--- src/widiv_pkg.sv ---
`timescale 1ns / 1ps

package widiv_pkg;

   localparam int HALF_BITS = 64;
   localparam int OPER_BITS = 128;

   // Request tdata: dividend_low, dividend_high, divisor_low, divisor_high
   localparam int REQ_DATA_BITS = 4 * HALF_BITS;
   // Request tuser: signed_mode, want_remainder
   localparam int REQ_USER_BITS = 2;
   // Response tdata: result_low, result_high
   localparam int RSP_DATA_BITS = 2 * HALF_BITS;
   // Response tuser: ok
   localparam int RSP_USER_BITS = 1;

   localparam int USER_SIGNED_BIT = 0;
   localparam int USER_REM_BIT    = 1;

   // Per-request flags carried down the pipeline next to the data
   typedef struct packed {
      logic neg_quo;
      logic neg_rem;
      logic want_rem;
      logic div_zero;
   } ctrl_type;

endpackage

--- src/widiv_front.sv ---
`timescale 1ns / 1ps

module widiv_front #(
   parameter int WORD_BITS = 128
) (
   input  logic                                   clock,
   input  logic                                   reset,
   input  logic                                   enable,
   input  logic                                   in_valid,
   input  logic [widiv_pkg::REQ_DATA_BITS-1:0]    in_data,
   input  logic [widiv_pkg::REQ_USER_BITS-1:0]    in_user,
   output logic                                   out_valid,
   output logic [WORD_BITS-1:0]                   out_rem,
   output logic [WORD_BITS-1:0]                   out_nq,
   output logic [WORD_BITS-1:0]                   out_div,
   output widiv_pkg::ctrl_type                    out_ctrl
);

   logic [widiv_pkg::OPER_BITS-1:0] dvd_full;
   logic [widiv_pkg::OPER_BITS-1:0] dvs_full;
   logic [WORD_BITS-1:0]            dvd;
   logic [WORD_BITS-1:0]            dvs;
   logic                            sgn;
   logic                            na;
   logic                            nb;
   logic [WORD_BITS-1:0]            dvd_abs;
   logic [WORD_BITS-1:0]            dvs_abs;
   widiv_pkg::ctrl_type             ctrl;

   logic                            valid_ff;
   logic [WORD_BITS-1:0]            nq_ff;
   logic [WORD_BITS-1:0]            div_ff;
   widiv_pkg::ctrl_type             ctrl_ff;

   always_comb begin
      dvd_full = in_data[widiv_pkg::OPER_BITS-1:0];
      dvs_full = in_data[widiv_pkg::REQ_DATA_BITS-1:widiv_pkg::OPER_BITS];
      dvd      = dvd_full[WORD_BITS-1:0];
      dvs      = dvs_full[WORD_BITS-1:0];
      sgn      = in_user[widiv_pkg::USER_SIGNED_BIT];
      na       = sgn & dvd[WORD_BITS-1];
      nb       = sgn & dvs[WORD_BITS-1];
      dvd_abs  = na ? (~dvd + WORD_BITS'(1)) : dvd;
      dvs_abs  = nb ? (~dvs + WORD_BITS'(1)) : dvs;
      ctrl.neg_quo  = na ^ nb;
      ctrl.neg_rem  = na;
      ctrl.want_rem = in_user[widiv_pkg::USER_REM_BIT];
      ctrl.div_zero = (dvs == '0);
   end

   always_ff @(posedge clock) begin
      if (reset) begin
         valid_ff <= 1'b0;
      end else if (enable) begin
         valid_ff <= in_valid;
      end
      if (enable) begin
         nq_ff   <= dvd_abs;
         div_ff  <= dvs_abs;
         ctrl_ff <= ctrl;
      end
   end

   assign out_valid = valid_ff;
   assign out_rem   = '0;
   assign out_nq    = nq_ff;
   assign out_div   = div_ff;
   assign out_ctrl  = ctrl_ff;

endmodule

--- config.mk ---
export PLATFORM = sky130hd
export DESIGN_NAME = widiv_front
export DESIGN_NICKNAME = d
export VERILOG_FILES = /design/src/widiv_pkg.sv /design/src/widiv_front.sv
export SDC_FILE = /design/constraint.sdc
export NUM_CORES = 1
export LEC_CHECK = 0
export BUFFER_PORTS_ARGS = -buffer_cell sky130_fd_sc_hd__buf_2
export CORE_AREA = 2 2 255 257
export DETAILED_ROUTE_END_ITERATION = 12
export DIE_AREA = 0 0 257 259
export HOLD_SLACK_MARGIN = 0.1
export PLACE_DENSITY = 0.53
export SETUP_SLACK_MARGIN = 0.15
export SLEW_MARGIN = 20
export SYNTH_ARGS = -nofsm -noshare
export SYNTH_HDL_FRONTEND = slang
export SYNTH_SLANG_ARGS = --single-unit
--- constraint.sdc ---
create_clock -name clock -period 3.6 [get_ports clock]
set_clock_uncertainty 0.1 [all_clocks]
set_input_delay 0 -clock clock [delete_from_list [all_inputs] [get_ports clock]]
set_output_delay 0 -clock clock [all_outputs]
set_load 0.01 [all_outputs]
==> results.json <==
{
  "critPathMaxStageDelay_ns": 0.56,
  "cp.arrival_ns": 3.69,
  "whs_ns": 0.141,
  "reg2regPathDepth": 3,
  "clockBufferDepth": 3,
  "power_switching_mw": 2.60,
  "nets": 2729,
  "ios": 651,
  "powerDensity_nw_per_um2": 376,
  "worstPathMaxFanout": 5,
  "grt_pass1_wl_mm": 107,
  "relSlewSlack_pct": 29.4,
  "clock_sinks": 261,
  "setup_violations": 0,
  "fin_total_pwr_mw": 9.19,
  "finalCriticalPeriod_ns": 3.50,
  "clkLatencyLatePin_ns": 0.54,
  "area_growth_pct": 55.2,
  "n_antenna_cell": 0,
  "synth_mux_area_share_pct": 0.0635,
  "port_buffers": 522,
  "hpwlAfterDp_mm": 55.9,
  "cts_made_buffers": 34,
  "crit_path_cell_trace": "dlygate4sd3_1 > buf_2 > or4_4 > or4_4 > or4_4 > or3_4 > o41ai_4 > xnor2_1 > dlygate4sd3_1",
  "path_class": "input port to flop",
  "fin_tns_setup_ns": 0,
  "final_cell_mix": "buf_2 (521), dlygate4sd3_1 (390), edfxtp_1 (260)",
  "cts.clk_slew.worst_paths_ns": 0.06,
  "irDropWorstVdd_mv": 0.302,
  "seqPwrFrac_pct": 41.9,
  "htreeDepth": 2,
  "die_w_um": 257,
  "final_common_cell": "buf_2",
  "synth_top_family_by_area": "simple AND/OR/NAND/NOR gates",
  "die_y_um": 259,
  "leakage_nw": 9.53,
  "synth-simple-area-share_pct": 21.1,
  "worst-path-stages": 9,
  "hold_depth": 4,
  "postRouteAntennaNets": 0,
  "start_kind": "input port",
  "drv_slew": 0,
  "die_area_um2": 66600,
  "antenna_found_initial": 0,
  "switching_share_pct": 28.3,
  "cp_top_family": "simple AND/OR/NAND/NOR gates",
  "synthesis.area_um2": 15800,
  "p_comb_share_pct": 21.3,
  "fmax_mhz": 286,
  "ys_seq_elements": 261,
  "initialDrtViolationCount": 1320,
  "outcome": "finished clean",
  "grt_max_degree": 98,
  "crit_buf_inv": 3,
  "synth-compound-area-share_pct": 7.66,
  "synth_top_flop_cell": "edfxtp_1",
  "synth_edf_count": 260,
  "power_report.internal_total_mw": 6.59,
  "rsz0062_at_grt": "yes",
  "yosys.area_share.adder_pct": 0.159,
  "overflow": 0,
  "avgSynthCellArea_um2": 10.6,
  "ys_types": 56,
  "vias_per_cell": 4.89,
  "initial_core_util_pct": 24.7,
  "core_region_area_um2": 63900,
  "root_buffer": "clkbuf_16",
  "hp-class": "input port to flop",
  "synth_area_leader_cell": "edfxtp_1",
  "final_core_util_pct": 38.3,
  "yosysSeqAreaShare_pct": 49.7,
  "cts_tree": "done",
  "routedWlPerCell_um": 21.9,
  "grt_use_total_pct": 21.1,
  "min_period_over_period_pct": 97.2,
  "gp_congestion": 0.928,
  "finalNonFillerCells": 3345,
  "drv_cap": 0,
  "drt_wl_total_mm": 73.2,
  "tightest_slew_ns": 1.06,
  "required_ns": 3.79,
  "ys_top_cells_by_area": "edfxtp_1 (50%), xor2_1 (8.5%), buf_4 (6.1%)",
  "yosys_warnings": 0,
  "layout-drive-gt1-share_pct": 27.8,
  "num_rows": 93,
  "critPathCaptureType": "flop",
  "synthXorXnorAreaFrac_pct": 14.0,
  "placed_cells": 2889,
  "cpMaxStageDelayCell": "or4_4",
  "drc": 0,
  "clock_power_share_pct": 36.7,
  "synthArstFlopShare_pct": 0,
  "hold_viol": 0,
  "first_pass_iters": 5,
  "netlist_instances": 1490,
  "vias": 16400,
  "crit_top_cell": "or4_4",
  "yosysTopAreaCellShare_pct": 49.5,
  "grt_pass1_vias": 16500
}
layout make-up:
cell class	count	area, µm²
Clock inverter	19	158
Sequential cell	261	7830
Clock buffer	42	912
Fill cell	6401	39400
Timing Repair Buffer	981	7090
Multi-Input combinational cell	1179	7370
Tap cell	855	1070
Inverter	8	30.0
per-stage QoR:
| stage | cell area [µm²] | setup WS [ns] |
|---|---|---|
| floorplan | 16200 | 0.963 |
| global placement | 19300 | 0.448 |
| detailed placement | 19300 | 0.464 |
| CTS | 24300 | 0.152 |
| global route | 24500 | 0.0434 |
| finish | 24500 | 0.0998 |
power groups by stage:
stage | Sequential [mW] | Clock, mW | Combinational (mW)
global placement | 3.92 | 0 | 1.49
detailed placement | 3.91 | 0 | 1.49
global route | 3.88 | 3.58 | 2.10
finish | 3.85 | 3.38 | 1.96
floorplan | 4.05 | 0 | 0.556
CTS | 3.86 | 3.46 | 1.94
what timing repair did:
action / in CTS / in global routing
hold endpoints to repair: 352 / 0
hold buffers: 390 / 0
setup endpoints to repair: 0 / 49
gates resized for setup: 0 / 21
setup buffers: 0 / 5
path summary, 6_finish.rpt:
path                                  start         end  slack (ns)
worst min-delay path               in_valid   out_valid        0.14
worst max-delay path            in_data[38]  out_nq[76]         0.1
worst max register to register    out_valid   out_valid        2.37
worst min register to register    out_valid   out_valid        0.94
kinds of logic after synthesis:
group	Yosys count
and+or+nand+nor	597
DFF	261
xor gates and xnor gates	251
AOI/OAI and AO/OA	200
buffers and inverters	177
adders and majority gates	2
other	1
muxes	1
synthesized netlist by cell type (37+ instances only):
library cell  instances
nand2_1              73
edfxtp_1            260
xor2_1              153
nand3_1              38
or4_1                46
a21oi_1              74
xnor2_1              98
buf_4               128
a31oi_1              41
nor2_1              120
o21ai_0              37
nor4_1               86
nor3_1               85
layer usage:
| metal | vias up | track usage [%] | wire length [µm] |
|---|---|---|---|
| li1 | 7357 | - | - |
| met1 | 7879 | 23.9 | 27200 |
| met2 | 955 | 38.9 | 37600 |
| met3 | 171 | 3.82 | 5040 |
| met4 | 0 | 8.90 | 3400 |
| met5 | - | 0 | 0 |
tightest hold or removal path: cells and delay by family:
family | cells | cell delay (ns)
buf+inv | 2 | 0.62
simple gates | 1 | 0.07
mux | 1 | 0.05
flip-flops by register name, summed over array words and instances, names as in the netlist:
signal     flops
out_div      128
out_nq       128
out_ctrl       4
out_valid      1
Power figures use the tool's default switching activity.
