`src/widiv_pkg.sv`:
```
`timescale 1ns / 1ps

package widiv_pkg;

   localparam int HALF_BITS = 64;
   localparam int OPER_BITS = 128;

   // Request tdata: dividend_low, dividend_high, divisor_low, divisor_high
   localparam int REQ_DATA_BITS = 4 * HALF_BITS;
   // Request tuser: signed_mode, want_remainder
   localparam int REQ_USER_BITS = 2;
   // Response tdata: result_low, result_high
   localparam int RSP_DATA_BITS = 2 * HALF_BITS;
   // Response tuser: ok
   localparam int RSP_USER_BITS = 1;

   localparam int USER_SIGNED_BIT = 0;
   localparam int USER_REM_BIT    = 1;

   // Per-request flags carried down the pipeline next to the data
   typedef struct packed {
      logic neg_quo;
      logic neg_rem;
      logic want_rem;
      logic div_zero;
   } ctrl_type;

endpackage

```
`src/widiv_back.sv`:
```
`timescale 1ns / 1ps

module widiv_back #(
   parameter int WORD_BITS = 128
) (
   input  logic [WORD_BITS-1:0]                   quo,
   input  logic [WORD_BITS-1:0]                   rem,
   input  widiv_pkg::ctrl_type                    ctrl,
   output logic [widiv_pkg::RSP_DATA_BITS-1:0]    result,
   output logic                                   ok
);

   logic [WORD_BITS-1:0] sel;
   logic                 neg;
   logic [WORD_BITS-1:0] res;

   always_comb begin
      sel = ctrl.want_rem ? rem : quo;
      neg = ctrl.want_rem ? ctrl.neg_rem : ctrl.neg_quo;
      res = neg ? (~sel + WORD_BITS'(1)) : sel;
      result = '0;
      ok     = 1'b0;
      // zero divisor: drop the result and flag it
      if (!ctrl.div_zero) begin
         result[WORD_BITS-1:0] = res;
         ok = 1'b1;
      end
   end

endmodule

```
`config.mk`:
```
export PLATFORM = sky130hd
export DESIGN_NAME = widiv_back
export DESIGN_NICKNAME = d
export VERILOG_FILES = /design/src/widiv_pkg.sv /design/src/widiv_back.sv
export SDC_FILE = /design/constraint.sdc
export NUM_CORES = 1
export LEC_CHECK = 0
export ABC_AREA = 1
export BUFFER_PORTS_ARGS = -buffer_cell sky130_fd_sc_hd__buf_2
export CORE_AREA = 2 2 150 152
export DETAILED_ROUTE_END_ITERATION = 8
export DIE_AREA = 0 0 152 154
export GPL_ROUTABILITY_DRIVEN = 0
export PLACE_DENSITY = 0.7
export SYNTH_ARGS = -nofsm -noshare
export SYNTH_HDL_FRONTEND = slang
export SYNTH_SLANG_ARGS = --single-unit
export TNS_END_PERCENT = 5
```
`constraint.sdc`:
```
create_clock -name vclk -period 3
set_clock_uncertainty 0.05 [all_clocks]
set_input_delay 0.3 -clock vclk [all_inputs]
set_output_delay 0.3 -clock vclk [all_outputs]
set_load 0.005 [all_outputs]
```
==> report_table.html <==
<table>
<tr><th>Metric</th><th>Value</th></tr>
<tr><th colspan="2">Routing</th></tr>
<tr><td>Routed WL</td><td>46300 um</td></tr>
<tr><td>Antenna-violating nets left</td><td>0</td></tr>
<tr><td>Per-cell routed wire length</td><td>16.4 um</td></tr>
<tr><td>First-pass DRT Iterations</td><td>9</td></tr>
<tr><td>Post-route DRC</td><td>35</td></tr>
<tr><td>Vias after detailed routing</td><td>15300</td></tr>
<tr><td>Vias per Instance</td><td>5.42</td></tr>
<tr><td>DR iter-0 viols</td><td>2295</td></tr>
<tr><th colspan="2">Floorplan</th></tr>
<tr><td>Die Area</td><td>0.0234 mm2</td></tr>
<tr><td>Initial Utilization</td><td>40.3%</td></tr>
<tr><td>Die outline height</td><td>154 um</td></tr>
<tr><td>Chip Width</td><td>152 um</td></tr>
<tr><td>Floorplan Core Area</td><td>0.0217 mm2</td></tr>
<tr><td>FP Rows</td><td>54</td></tr>
<tr><td>Top-level I/O count</td><td>389</td></tr>
<tr><th colspan="2">Placement</th></tr>
<tr><td>Pre-CTS setup slack</td><td>-0.0430 ns</td></tr>
<tr><td>IO Port Bufs</td><td>389</td></tr>
<tr><td>HPWL after DPL</td><td>37700 um</td></tr>
<tr><th colspan="2">Layout</th></tr>
<tr><td>Register area</td><td>0 um2</td></tr>
<tr><td>Area growth from synthesis to layout</td><td>35.8%</td></tr>
<tr><td>Number of inserted filler cells in the final layout</td><td>2391</td></tr>
<tr><td>Commonest cells after routing, fill and taps aside</td><td>sky130_fd_sc_hd__nand2_1 (913), sky130_fd_sc_hd__nor2_1 (402), sky130_fd_sc_hd__buf_2 (388), sky130_fd_sc_hd__inv_1 (281), sky130_fd_sc_hd__o21ai_0 (120)</td></tr>
<tr><td>Fraction of layout instances using a drive strength above 1</td><td>22.9%</td></tr>
<tr><td>Multi-input logic area</td><td>0.00745 mm2</td></tr>
<tr><td>Most frequent standard cell in the layout excluding fill and tap cells</td><td>sky130_fd_sc_hd__nand2_1</td></tr>
<tr><td>Layout clock buffers</td><td>0</td></tr>
<tr><td># nets final</td><td>2805</td></tr>
<tr><td>Total number of sequential cells</td><td>0</td></tr>
<tr><th colspan="2">Yosys</th></tr>
<tr><td>Largest cells by area after synthesis</td><td>sky130_fd_sc_hd__nand2_1 (40%), sky130_fd_sc_hd__nor2_1 (19%), sky130_fd_sc_hd__inv_1 (12%), sky130_fd_sc_hd__o21ai_0 (7.0%), sky130_fd_sc_hd__a21oi_1 (4.6%)</td></tr>
<tr><td>Average footprint of a synthesized cell</td><td>4.13 um2</td></tr>
<tr><td>Cell type contributing the most total cell area after synthesis</td><td>sky130_fd_sc_hd__nand2_1</td></tr>
<tr><td>Synthesized instance count</td><td>2118</td></tr>
<tr><td>Top-area cell type share of the netlist area</td><td>39.6%</td></tr>
<tr><td>Post-synth cell types</td><td>32</td></tr>
<tr><td>Sequential element share of the synthesized area</td><td>0%</td></tr>
<tr><td>Number of nets in the synthesized netlist</td><td>2379</td></tr>
<tr><td>Yosys warning count</td><td>0</td></tr>
<tr><td>Cell area after technology mapping</td><td>0.00875 mm2</td></tr>
<tr><th colspan="2">STA</th></tr>
<tr><td>Relative slew slack</td><td>62.8%</td></tr>
<tr><td>Setup slack after layout</td><td>-0.0396 ns</td></tr>
<tr><td>RSZ-0062 raised after global routing</td><td>true</td></tr>
<tr><td>Maximum clock frequency</td><td>329 MHz</td></tr>
<tr><td>Setup-violating endpoint count in the final report</td><td>3</td></tr>
<tr><td>Final Hold Vio Count</td><td>0</td></tr>
<tr><td>Final critical delay including setup and external delays</td><td>3.04 ns</td></tr>
<tr><td>Slew at the pin closest to its max-slew limit</td><td>0.555 ns</td></tr>
<tr><td>Max Transition Viols Final</td><td>0</td></tr>
<tr><td>Setup TNS</td><td>-0.0636 ns</td></tr>
<tr><td>Final period utilization</td><td>101%</td></tr>
<tr><th colspan="2">Flow run</th></tr>
<tr><td># Max-Cap Violations</td><td>0</td></tr>
<tr><th colspan="2">Min path</th></tr>
<tr><td>Worst min path class</td><td>primary input to output pin</td></tr>
<tr><td>Startpoint of the worst hold path</td><td>rem[30]</td></tr>
<tr><th colspan="2">GRT</th></tr>
<tr><td>Wire length of the first global-routing pass</td><td>67000 um</td></tr>
<tr><td>Total gr overflow</td><td>0</td></tr>
<tr><td>Total GRT Usage</td><td>35.1%</td></tr>
<tr><td>Number of antenna violations at the first check in global routing</td><td>2</td></tr>
<tr><td>Via count of the first global-routing pass</td><td>13200</td></tr>
<tr><td>Maximum number of pins on one net before global-route repair</td><td>55</td></tr>
<tr><th colspan="2">Setup path</th></tr>
<tr><td>Setup crit start kind</td><td>primary input</td></tr>
<tr><td>Critical path origin</td><td>ctrl[1]</td></tr>
<tr><td>CP Data Arrival Time</td><td>2.69 ns</td></tr>
<tr><td>Worst-path fanout max</td><td>25</td></tr>
<tr><td>Worst Setup End Kind</td><td>output pin</td></tr>
<tr><td>Required time at the endpoint of the critical path</td><td>2.65 ns</td></tr>
<tr><td>WS Path Type</td><td>primary input to output pin</td></tr>
<tr><th colspan="2">Pwr</th></tr>
<tr><td>Overall power after layout</td><td>1.86 mW</td></tr>
<tr><td>VDD IR max</td><td>0.0755 mV</td></tr>
<tr><td>Cell Pwr Density</td><td>156 mW/mm2</td></tr>
<tr><td>Leakage</td><td>7.07 nW</td></tr>
<tr><th colspan="2">Run status</th></tr>
<tr><td>Failing checks</td><td>DRC, setup timing</td></tr>
<tr><td>Status</td><td>finished, violations left</td></tr>
<tr><th colspan="2">CTS</th></tr>
<tr><td>Post-cts hold buffer count</td><td>0</td></tr>
</table>
==> timing repair <==
item	in CTS	in global routing
setup buffers	0	5
cloned	0	6
endpoints found under the setup margin	6	90
pin swaps	0	11
gates resized for setup	5	73
==> cells by family after synthesis <==
kind of cell | after synthesis | synth area share (%)
simple gates | 1488 | 66.7
buf+inv | 359 | 17.1
compound gates | 269 | 15.9
mux | 1 | 0.114
fa+ha+maj | 1 | 0.143
==> final timing paths <==
kind          end  slack (ns)  cells past startpoint
max   result[123]       -0.04                     16
min    result[30]        0.96                      5
==> power by group <==
| part | total (mW) | switching [mW] | internal, mW |
|---|---|---|---|
| sequential | 0 | 0 | 0 |
| clock | 0.0000000893 | 0 | 0.0000000892 |
| combinational | 1.86 | 1.19 | 0.668 |
==> critical path: stages <==
cell and delay (ns):
sky130_fd_sc_hd__buf_12 0.15, sky130_fd_sc_hd__clkbuf_16 0.20, sky130_fd_sc_hd__clkbuf_16 0.20, sky130_fd_sc_hd__o21ai_1 0.35, sky130_fd_sc_hd__nand2_1 0.16, sky130_fd_sc_hd__inv_1 0.12, sky130_fd_sc_hd__nand2_1 0.09, sky130_fd_sc_hd__buf_4 0.15
sky130_fd_sc_hd__nor2_1 0.08, sky130_fd_sc_hd__nand2_1 0.13, sky130_fd_sc_hd__nor2_2 0.17, sky130_fd_sc_hd__nand2_1 0.08, sky130_fd_sc_hd__nand2_1 0.08, sky130_fd_sc_hd__a21oi_1 0.08, sky130_fd_sc_hd__nor2_1 0.20, sky130_fd_sc_hd__buf_2 0.15
==> cell usage after synthesis, drive strengths merged <==
master / n
and3: 1
nand2: 925
buf: 53
nor2: 444
and2: 1
ha: 1
o21a: 5
nand3: 81
nor3b: 3
nor3: 10
inv: 290
o21ai: 180
nand4: 21
mux2i: 1
or2: 2
a21oi: 82
a211oi: 1
o31ai: 1
clkbuf: 14
clkinv: 2
==> metrics by stage <==
stage,cells,utilization (%),area [um2],hold WS (ns)
global placement,2811,52.7,11400,0.947
CTS,2811,52.8,11400,0.960
floorplan,2118,-,8750,0.667
finish,2824,54.8,11900,0.965
detailed placement,2811,52.7,11400,0.958
global route,2824,54.8,11900,1.00
==> routing by layer <==
| layer | wire (um) | GRT usage [%] | share of wire, % | up-vias |
|---|---|---|---|---|
| li1 | - | - | - | 7291 |
| met1 | 17300 | 45.1 | 37 | 6516 |
| met2 | 19500 | 56.3 | 42 | 1252 |
| met3 | 6560 | 7.58 | 14 | 235 |
| met4 | 2920 | 15.6 | 6.3 | 0 |
| met5 | 0 | 0 | 0 | - |
==> cell type report <==
cell class | count | area share [%]
inverter | 292 | 9.36
multi-input combinational | 1759 | 62.7
timing repair buffer | 491 | 25.0
tap | 280 | 2.95
antenna | 2 | 0.0421
No activity file was read; power rests on OpenSTA's default activity.
