## config.mk

```make
export PLATFORM = sky130hd
export DESIGN_NAME = widiv_step
export DESIGN_NICKNAME = d
export VERILOG_FILES = /design/src/widiv_pkg.sv /design/src/widiv_step.sv
export SDC_FILE = /design/constraint.sdc
export NUM_CORES = 1
export LEC_CHECK = 0
export BUFFER_PORTS_ARGS = -buffer_cell sky130_fd_sc_hd__buf_4
export CAP_MARGIN = 20
export CORE_AREA = 2 2 303 305
export CTS_BUF_LIST = sky130_fd_sc_hd__clkbuf_16
export DETAILED_ROUTE_END_ITERATION = 10
export DIE_AREA = 0 0 305 307
export PLACE_DENSITY = 0.57
export SLEW_MARGIN = 20
export SYNTH_ARGS = -nofsm -noshare
export SYNTH_HDL_FRONTEND = slang
export SYNTH_SLANG_ARGS = --single-unit
export TNS_END_PERCENT = 50
```

## constraint.sdc

```tcl
create_clock -name clock -period 4.1 [get_ports clock]
set_input_delay 0.41 -clock clock [delete_from_list [all_inputs] [get_ports clock]]
set_output_delay 0.41 -clock clock [all_outputs]
set_load 0.1 [all_outputs]
```

## src/widiv_pkg.sv

```systemverilog
`timescale 1ns / 1ps

package widiv_pkg;

   localparam int HALF_BITS = 64;
   localparam int OPER_BITS = 128;

   // Request tdata: dividend_low, dividend_high, divisor_low, divisor_high
   localparam int REQ_DATA_BITS = 4 * HALF_BITS;
   // Request tuser: signed_mode, want_remainder
   localparam int REQ_USER_BITS = 2;
   // Response tdata: result_low, result_high
   localparam int RSP_DATA_BITS = 2 * HALF_BITS;
   // Response tuser: ok
   localparam int RSP_USER_BITS = 1;

   localparam int USER_SIGNED_BIT = 0;
   localparam int USER_REM_BIT    = 1;

   // Per-request flags carried down the pipeline next to the data
   typedef struct packed {
      logic neg_quo;
      logic neg_rem;
      logic want_rem;
      logic div_zero;
   } ctrl_type;

endpackage

```

## src/widiv_step.sv

```systemverilog
`timescale 1ns / 1ps

// One restoring step: shift the next dividend bit into the partial remainder,
// subtract the divisor when it fits, shift the quotient bit in behind.
module widiv_step #(
   parameter int WORD_BITS = 128
) (
   input  logic                   clock,
   input  logic                   reset,
   input  logic                   enable,
   input  logic                   in_valid,
   input  logic [WORD_BITS-1:0]   in_rem,
   input  logic [WORD_BITS-1:0]   in_nq,
   input  logic [WORD_BITS-1:0]   in_div,
   input  widiv_pkg::ctrl_type    in_ctrl,
   output logic                   out_valid,
   output logic [WORD_BITS-1:0]   out_rem,
   output logic [WORD_BITS-1:0]   out_nq,
   output logic [WORD_BITS-1:0]   out_div,
   output widiv_pkg::ctrl_type    out_ctrl
);

   logic [WORD_BITS:0]     rem_sh;
   logic [WORD_BITS:0]     diff;
   logic                   take;
   logic [WORD_BITS-1:0]   rem_in;
   logic [WORD_BITS-1:0]   nq_in;

   logic                   valid_ff;
   logic [WORD_BITS-1:0]   rem_ff;
   logic [WORD_BITS-1:0]   nq_ff;
   logic [WORD_BITS-1:0]   div_ff;
   widiv_pkg::ctrl_type    ctrl_ff;

   always_comb begin
      // top bit of the shifted remainder is the carry out; it forces a subtract
      rem_sh = {in_rem, in_nq[WORD_BITS-1]};
      diff   = rem_sh - {1'b0, in_div};
      take   = ~diff[WORD_BITS];
      rem_in = take ? diff[WORD_BITS-1:0] : rem_sh[WORD_BITS-1:0];
      nq_in  = {in_nq[WORD_BITS-2:0], take};
   end

   always_ff @(posedge clock) begin
      if (reset) begin
         valid_ff <= 1'b0;
      end else if (enable) begin
         valid_ff <= in_valid;
      end
      if (enable) begin
         rem_ff  <= rem_in;
         nq_ff   <= nq_in;
         div_ff  <= in_div;
         ctrl_ff <= in_ctrl;
      end
   end

   assign out_valid = valid_ff;
   assign out_rem   = rem_ff;
   assign out_nq    = nq_ff;
   assign out_div   = div_ff;
   assign out_ctrl  = ctrl_ff;

endmodule

```

==> reports/summary.txt, run 1 <==
Fraction of registers with async set/reset - 0
Worst min path class - primary input to flip-flop
Netlist Area Pre-Place - 22400 um2
Final Slew Violations - 0
First-pass GRT wire length - 150 mm
Pre-CTS setup slack - -635 ps
Grt ovf - 0
Clk pin slew, worst setup/hold paths - 60 ps
Critical path required time - 4460 ps
Worst-Margin Slew - 827 ps
Synthesis-to-finish area growth - 60.2%
Final worst path period need - 3970 ps
Switch Pwr - 6.93 mW
Ys flop type - edfxtp_1
Via count - 22.5k
Die X - 305 um
Initial Utilization - 0.247
FP Rows - 111
Initial DRC Count - 1546
GPL Wtd Cong - 0.949
Largest net degree at the start of global routing - 80
Flops & latches, synth - 389
Critical path type - primary input to flip-flop
Maximum clock rate - 252 MHz
TritonCTS buffer count - 48
CP Capture Type - flip-flop
CP arrival - 4330 ps
Gate power share - 0.418
Clk buf depth - 3
Power consumption - 16.2 mW
Core Region - 90700 um2
Synthesized area per cell - 10.0 um2
H-Tree Depth - 2
Post-synth net total - 2751
Clk sink count - 389
Residual DRC count - 0
Max-cap violation count - 0
Part of the Yosys area used for sequential elements - 0.521
Startpoint types - primary input
Yosys warning count - 0
Power share of the clock group - 0.270
Final HPWL DP - 86.7 mm
Number of flops mapped to enable cells by yosys - 388
ANT nets after route - 0
Final WS setup - 133 ps
# setup viols final - 0
DR pass1 iterations - 6
Status - finished clean
Vias in the first global route - 22.8k
Period utilization - 0.968
Initial antenna violation count - 8
Final Util - 0.396
Sw Ratio - 0.428
Synth unique cells - 74
Endpoints failing hold - 0
Die extent in y - 307 um
CTS root buffer - clkbuf_16
Total GRT Usage - 0.216
Area of the multi-input gates - 9800 um2
Unrepaired setup endpoints after global routing - false
CTS tree - done
Share of cells above drive strength 1 - 0.334
Clock skew - 0 ps
Internal power - 9.25 mW
Nets - 4029
Wire length per cell - 22.3 um
Setup TNS - 0 ps
Fillers - 9006
Sequential Power Share - 0.311
PortBufs - 780
Synthesized instance count - 2230
LEAKAGE - 15.5 nW
Worst skew pair latency - 610 ps
Top Ports - 781
Drt via density - 4.75
Register Area - 11700 um2
Die area - 93600 um2
Worst vdd ir - 0.409 mV
Routed wire length - 106 mm
Pwr Density - 451 nW/um2
Relative slew slack - 0.449
Max FO, Critical Path - 3
==> synth_stat cells, drive strengths merged, types with 3 or more instances <==
cell	n	share of area
edfxtp	388	0.52
nand2	302	0.051
o21ai	237	0.053
a21oi	217	0.049
inv	162	0.027
ha	128	0.071
nor2	128	0.021
clkbuf	78	0.013
nand4	76	0.021
xnor2	66	0.026
a21o	52	0.017
xor2	44	0.017
nor3	40	0.0089
o21bai	37	0.012
buf	22	0.0061
o21a	20	0.0067
nand3	17	0.0038
a21boi	14	0.0047
nand2b	14	0.0039
o31ai	14	0.0047
a211oi	13	0.0048
o211ai	13	0.0044
or3	12	0.0034
a31oi	11	0.0031
or2	11	0.0031
nor2b	10	0.0028
nor4	10	0.0028
and3	8	0.0022
o2111ai	7	0.0027
and2	6	0.0017
o311ai	6	0.0023
a211o	5	0.0020
a221oi	5	0.0020
or4	5	0.0017
a2111oi	4	0.0024
o41ai	4	0.0016
a31o	3	0.0012
nor3b	3	0.0010
o31a	3	0.0012
==> through the flow <==
stage / hold slack [ps] / instances / instance area, um2
2_1_floorplan: 482 / 2230 / 22400
3_3_place_gp: 478 / 4389 / 31600
3_5_place_dp: 529 / 4389 / 31600
4_1_cts: 9.34 / 4732 / 35800
5_1_grt: 16.0 / 4734 / 35900
6_report: 43.3 / 4737 / 35900
==> placed cells by master (no fill, tap or decap), types with 6 or more instances in the layout <==
cell type / Yosys / routed
nand4_1: 76 / 76
nand3_1: 17 / 17
o2111ai_1: 7 / 6
ha_1: 128 / 128
a21o_1: 52 / 52
o31ai_1: 14 / 14
nand2b_1: 14 / 14
nand2_1: 302 / 302
edfxtp_1: 388 / 388
clkbuf_16: 0 / 49
a21boi_0: 14 / 14
o21a_1: 20 / 20
a31oi_1: 11 / 11
clkinvlp_4: 0 / 7
o211ai_1: 13 / 13
o21ai_0: 214 / 210
nor3_1: 40 / 37
nor2b_1: 10 / 10
xnor2_1: 66 / 66
or3_1: 12 / 12
o21bai_1: 37 / 37
and2_1: 6 / 6
inv_1: 161 / 169
clkinv_1: 0 / 11
or2_2: 9 / 9
o21ai_1: 22 / 25
buf_12: 0 / 10
buf_4: 3 / 1063
nor2_1: 128 / 128
a211oi_1: 11 / 11
and3_1: 8 / 8
nor4_1: 10 / 9
xor2_1: 44 / 44
a21oi_1: 216 / 213
dlygate4sd3_1: 0 / 254
==> final timing paths <==
kind,to,startpoint,cells after the start,slack [ps]
min,out_valid,in_valid,3,40
min reg2reg,out_valid,out_valid,2,530
max reg2reg,out_valid,out_valid,2,3490
max,out_rem[113],in_div[42],17,130
==> layer usage <==
layer  part of all wire  up-vias  track usage  wire length [um]
met5            0.00070        -            0                74
met4              0.028       10       0.0629              2930
met3              0.059      134       0.0456              6260
met2               0.53      813        0.407             55700
met1               0.39    10800        0.244             40800
li1                   -    10800            -                 -
==> timing repair <==
action	CTS	global route
hold buffers	254	0
hold endpoints to repair	254	0
resized for setup	0	25
endpoints found under the setup margin	0	34
setup buffers	0	1
==> area by class of cell <==
type,count,share of cell area
Sequential cell,389,0.325
Timing Repair Buffer,1328,0.299
Antenna cell,4,0.000279
Inverter,162,0.0170
Clock buffer,49,0.0342
Multi-Input combinational cell,1579,0.273
Tap cell,1186,0.0413
Clock inverter,40,0.00993
==> flip-flops by register name, summed over array words and instances (netlist names) <==
name	cells
out_rem	128
out_ctrl	4
out_nq	128
out_div	128
out_valid	1
==> critical path: stages <==
cell and delay (ps):
dlygate4sd3_1 530, buf_4 140, inv_1 50, ha_1 300, a21oi_1 240, buf_4 150
o21a_1 130, nor3_1 60, a21oi_1 240, o211ai_1 220, a221o_1 430, o2111ai_2 330
buf_4 180, nand3_1 270, a21oi_1 340, xor2_1 230, o21ai_1 80
==> power groups by stage <==
stage / registers (mW) / logic [mW] / clock network [mW]
2_1_floorplan: 8.10 / 1.39 / 0
3_3_place_gp: 5.11 / 6.54 / 0
4_1_cts: 5.04 / 6.77 / 4.49
6_report: 5.04 / 6.76 / 4.37
3_5_place_dp: 5.11 / 6.55 / 0
5_1_grt: 5.08 / 7.06 / 4.63
==> cells by family after synthesis <==
group           after synthesis  share of synthesized area
buf+inv                     262                     0.0463
flops                       389                      0.521
compound gates              685                      0.184
mux                           3                    0.00145
simple gates                652                      0.132
fa+ha+maj                   129                     0.0724
xor+xnor                    110                     0.0430
Power figures use the tool's default switching activity.
==> run 2, diff against run 1 <==
--- a/config.mk
+++ b/config.mk
@@ -11,7 +11,7 @@
 export CTS_BUF_LIST = sky130_fd_sc_hd__clkbuf_16
 export DETAILED_ROUTE_END_ITERATION = 10
 export DIE_AREA = 0 0 305 307
-export PLACE_DENSITY = 0.57
+export PLACE_DENSITY_LB_ADDON = 0.05
 export SLEW_MARGIN = 20
 export SYNTH_ARGS = -nofsm -noshare
 export SYNTH_HDL_FRONTEND = slang
==> run 2 against run 1 <==
Against the previous run: fmax is 0.26% lower; global-route usage is 0.077 points higher; cell count is 0.21% lower; routed wire length hardly changed; register-to-register slack better by 30 ps; hold slack better by 16 ps; combinational power hardly changed; largest cell class unchanged; sequential share of layout area is 0.051 points higher; critical endpoint is now out_rem[114]; clock power is 3% higher; first-iteration DRC count is 5.6% lower.
==> reports/summary.txt, run 2 (synthesis gave the netlist of run 1 again) <==
Status - finished clean
Endpoints failing hold - 0
Final Slew Violations - 0
Initial Utilization - 0.247
Final instance area - 35800 um2
Die area - 93600 um2
Critical path required time - 4530 ps
Pwr Density - 454 nW/um2
Clk sink count - 389
LEAKAGE - 15.5 nW
Clk buf depth - 3
CP dominant cell by count - buf_4
Final non-filler cell total - 4727
Worst min path class - primary input to flip-flop
Unrepaired setup endpoints after global routing - true
Most frequent cells in the layout - buf_4 (1056), edfxtp_1 (388), nand2_1 (302)
Synthesis-to-finish area growth - 60.0%
Final WS setup - 122 ps
Vias in the first global route - 23.0k
Initial antenna violation count - 16
Total GRT Usage - 0.217
Placed cells - 4379
Worst-Margin Slew - 825 ps
Largest stage delay on the critical path - 570 ps
Residual DRC count - 0
Die extent in y - 307 um
Maximum clock rate - 251 MHz
Drt via density - 4.68
Clk pin slew, worst setup/hold paths - 60 ps
Nets - 4018
Clock skew - 0 ps
Worst skew pair latency - 600 ps
FP Rows - 111
Period utilization - 0.970
Power consumption - 16.3 mW
Max-cap violation count - 0
Critical path, cell by cell - dlygate4sd3_1 > buf_4 > inv_1 > ha_1 > buf_4 > nand2_1 > o21ai_0 > a21o_1 > o211ai_1 > buf_4 > a311oi_2 > buf_4 > o211ai_1 > buf_4 > a21o_1 > buf_4 > a21o_1 > and3_1 > o31ai_1
CP Capture Type - flip-flop
Routed wire length - 106 mm
Pre-CTS setup slack - -663 ps
PortBufs - 780
Top Ports - 781
ANT nets after route - 0
Fillers - 9119
Largest net degree at the start of global routing - 100
Worst vdd ir - 0.304 mV
Final HPWL DP - 87.1 mm
Wire length per cell - 22.4 um
Grt ovf - 0
H-Tree Depth - 2
Cell Area, Placed - 31500 um2
GPL Wtd Cong - 0.894
First-pass GRT wire length - 153 mm
DR pass1 iterations - 6
Via count - 22.1k
CTS tree - done
Max FO, Critical Path - 5
Critical path's slowest cell - dlygate4sd3_1
Share of cells above drive strength 1 - 0.336
Initial DRC Count - 1460
Hold WS - 58.9 ps
# setup viols final - 0
Final Util - 0.395
Core Region - 90700 um2
Setup TNS - 0 ps
CP arrival - 4400 ps
TritonCTS buffer count - 50
CTS root buffer - clkbuf_16
Startpoint types - primary input
Critical path type - primary input to flip-flop
Relative slew slack - 0.445
Die X - 305 um
Most common cell after layout, fill and taps aside - buf_4
Final worst path period need - 3980 ps
==> run 2: cell types whose count changed in the layout (fill, tap and decap cells not counted), moves of 3 or more <==
| cell | delta |
|---|---|
| nor2_2 | +3 |
| clkinv_1 | -5 |
| clkinv_2 | +7 |
| dlygate4sd3_1 | -5 |
| nor2_1 | -4 |
| buf_4 | -7 |
==> run 2: repair_timing <==
item	in CTS	in global routing
hold buffers	249	0
hold endpoints to repair	249	0
gates resized for setup	1	29
setup buffers	0	3
pin swaps	0	6
setup endpoints to repair	1	52
==> run 2: routing by layer <==
layer	share of wire	GRT usage	up-vias
li1	-	-	10700
met1	0.40	0.253	10600
met2	0.52	0.404	679
met3	0.058	0.0469	104
met4	0.018	0.0477	18
met5	0.0011	0	-
==> run 2: cell type report <==
cell class	count	area, um2	share of cell area
flip-flops and latches	389	11700	0.326
repair buffers	1315	10600	0.296
multi-input cells	1579	9790	0.273
well taps	1186	1480	0.0414
clock buffers	51	1280	0.0356
inverters	162	613	0.0171
clock inverters	43	398	0.0111
diodes	2	5.00	0.000140
==> run 2: power breakdown <==
group	switching, mW	internal (mW)	total [mW]	leakage, nW
Combinational	4.90	1.83	6.74	10.8
Clock	1.87	2.65	4.52	0.844
Sequential	0.129	4.90	5.03	3.80
Total	6.90	9.38	16.3	15.5
==> run 2: final timing paths <==
check,cells after the start,startpoint,end,slack (ps)
setup / recovery,19,in_div[36],out_rem[114],120
setup reg to reg,2,out_valid,out_valid,3520
hold reg to reg,2,out_valid,out_valid,510
hold / removal,3,in_valid,out_valid,60
==> run 2: worst max-delay path, delay by kind of cell <==
| kind | cells | cell delay [ps] |
|---|---|---|
| buffers and inverters | 8 | 1670 |
| AND/OR/NAND/NOR | 2 | 300 |
| adder cells (fa/ha/maj) | 1 | 310 |
| AO/OA/AOI/OAI | 8 | 1720 |
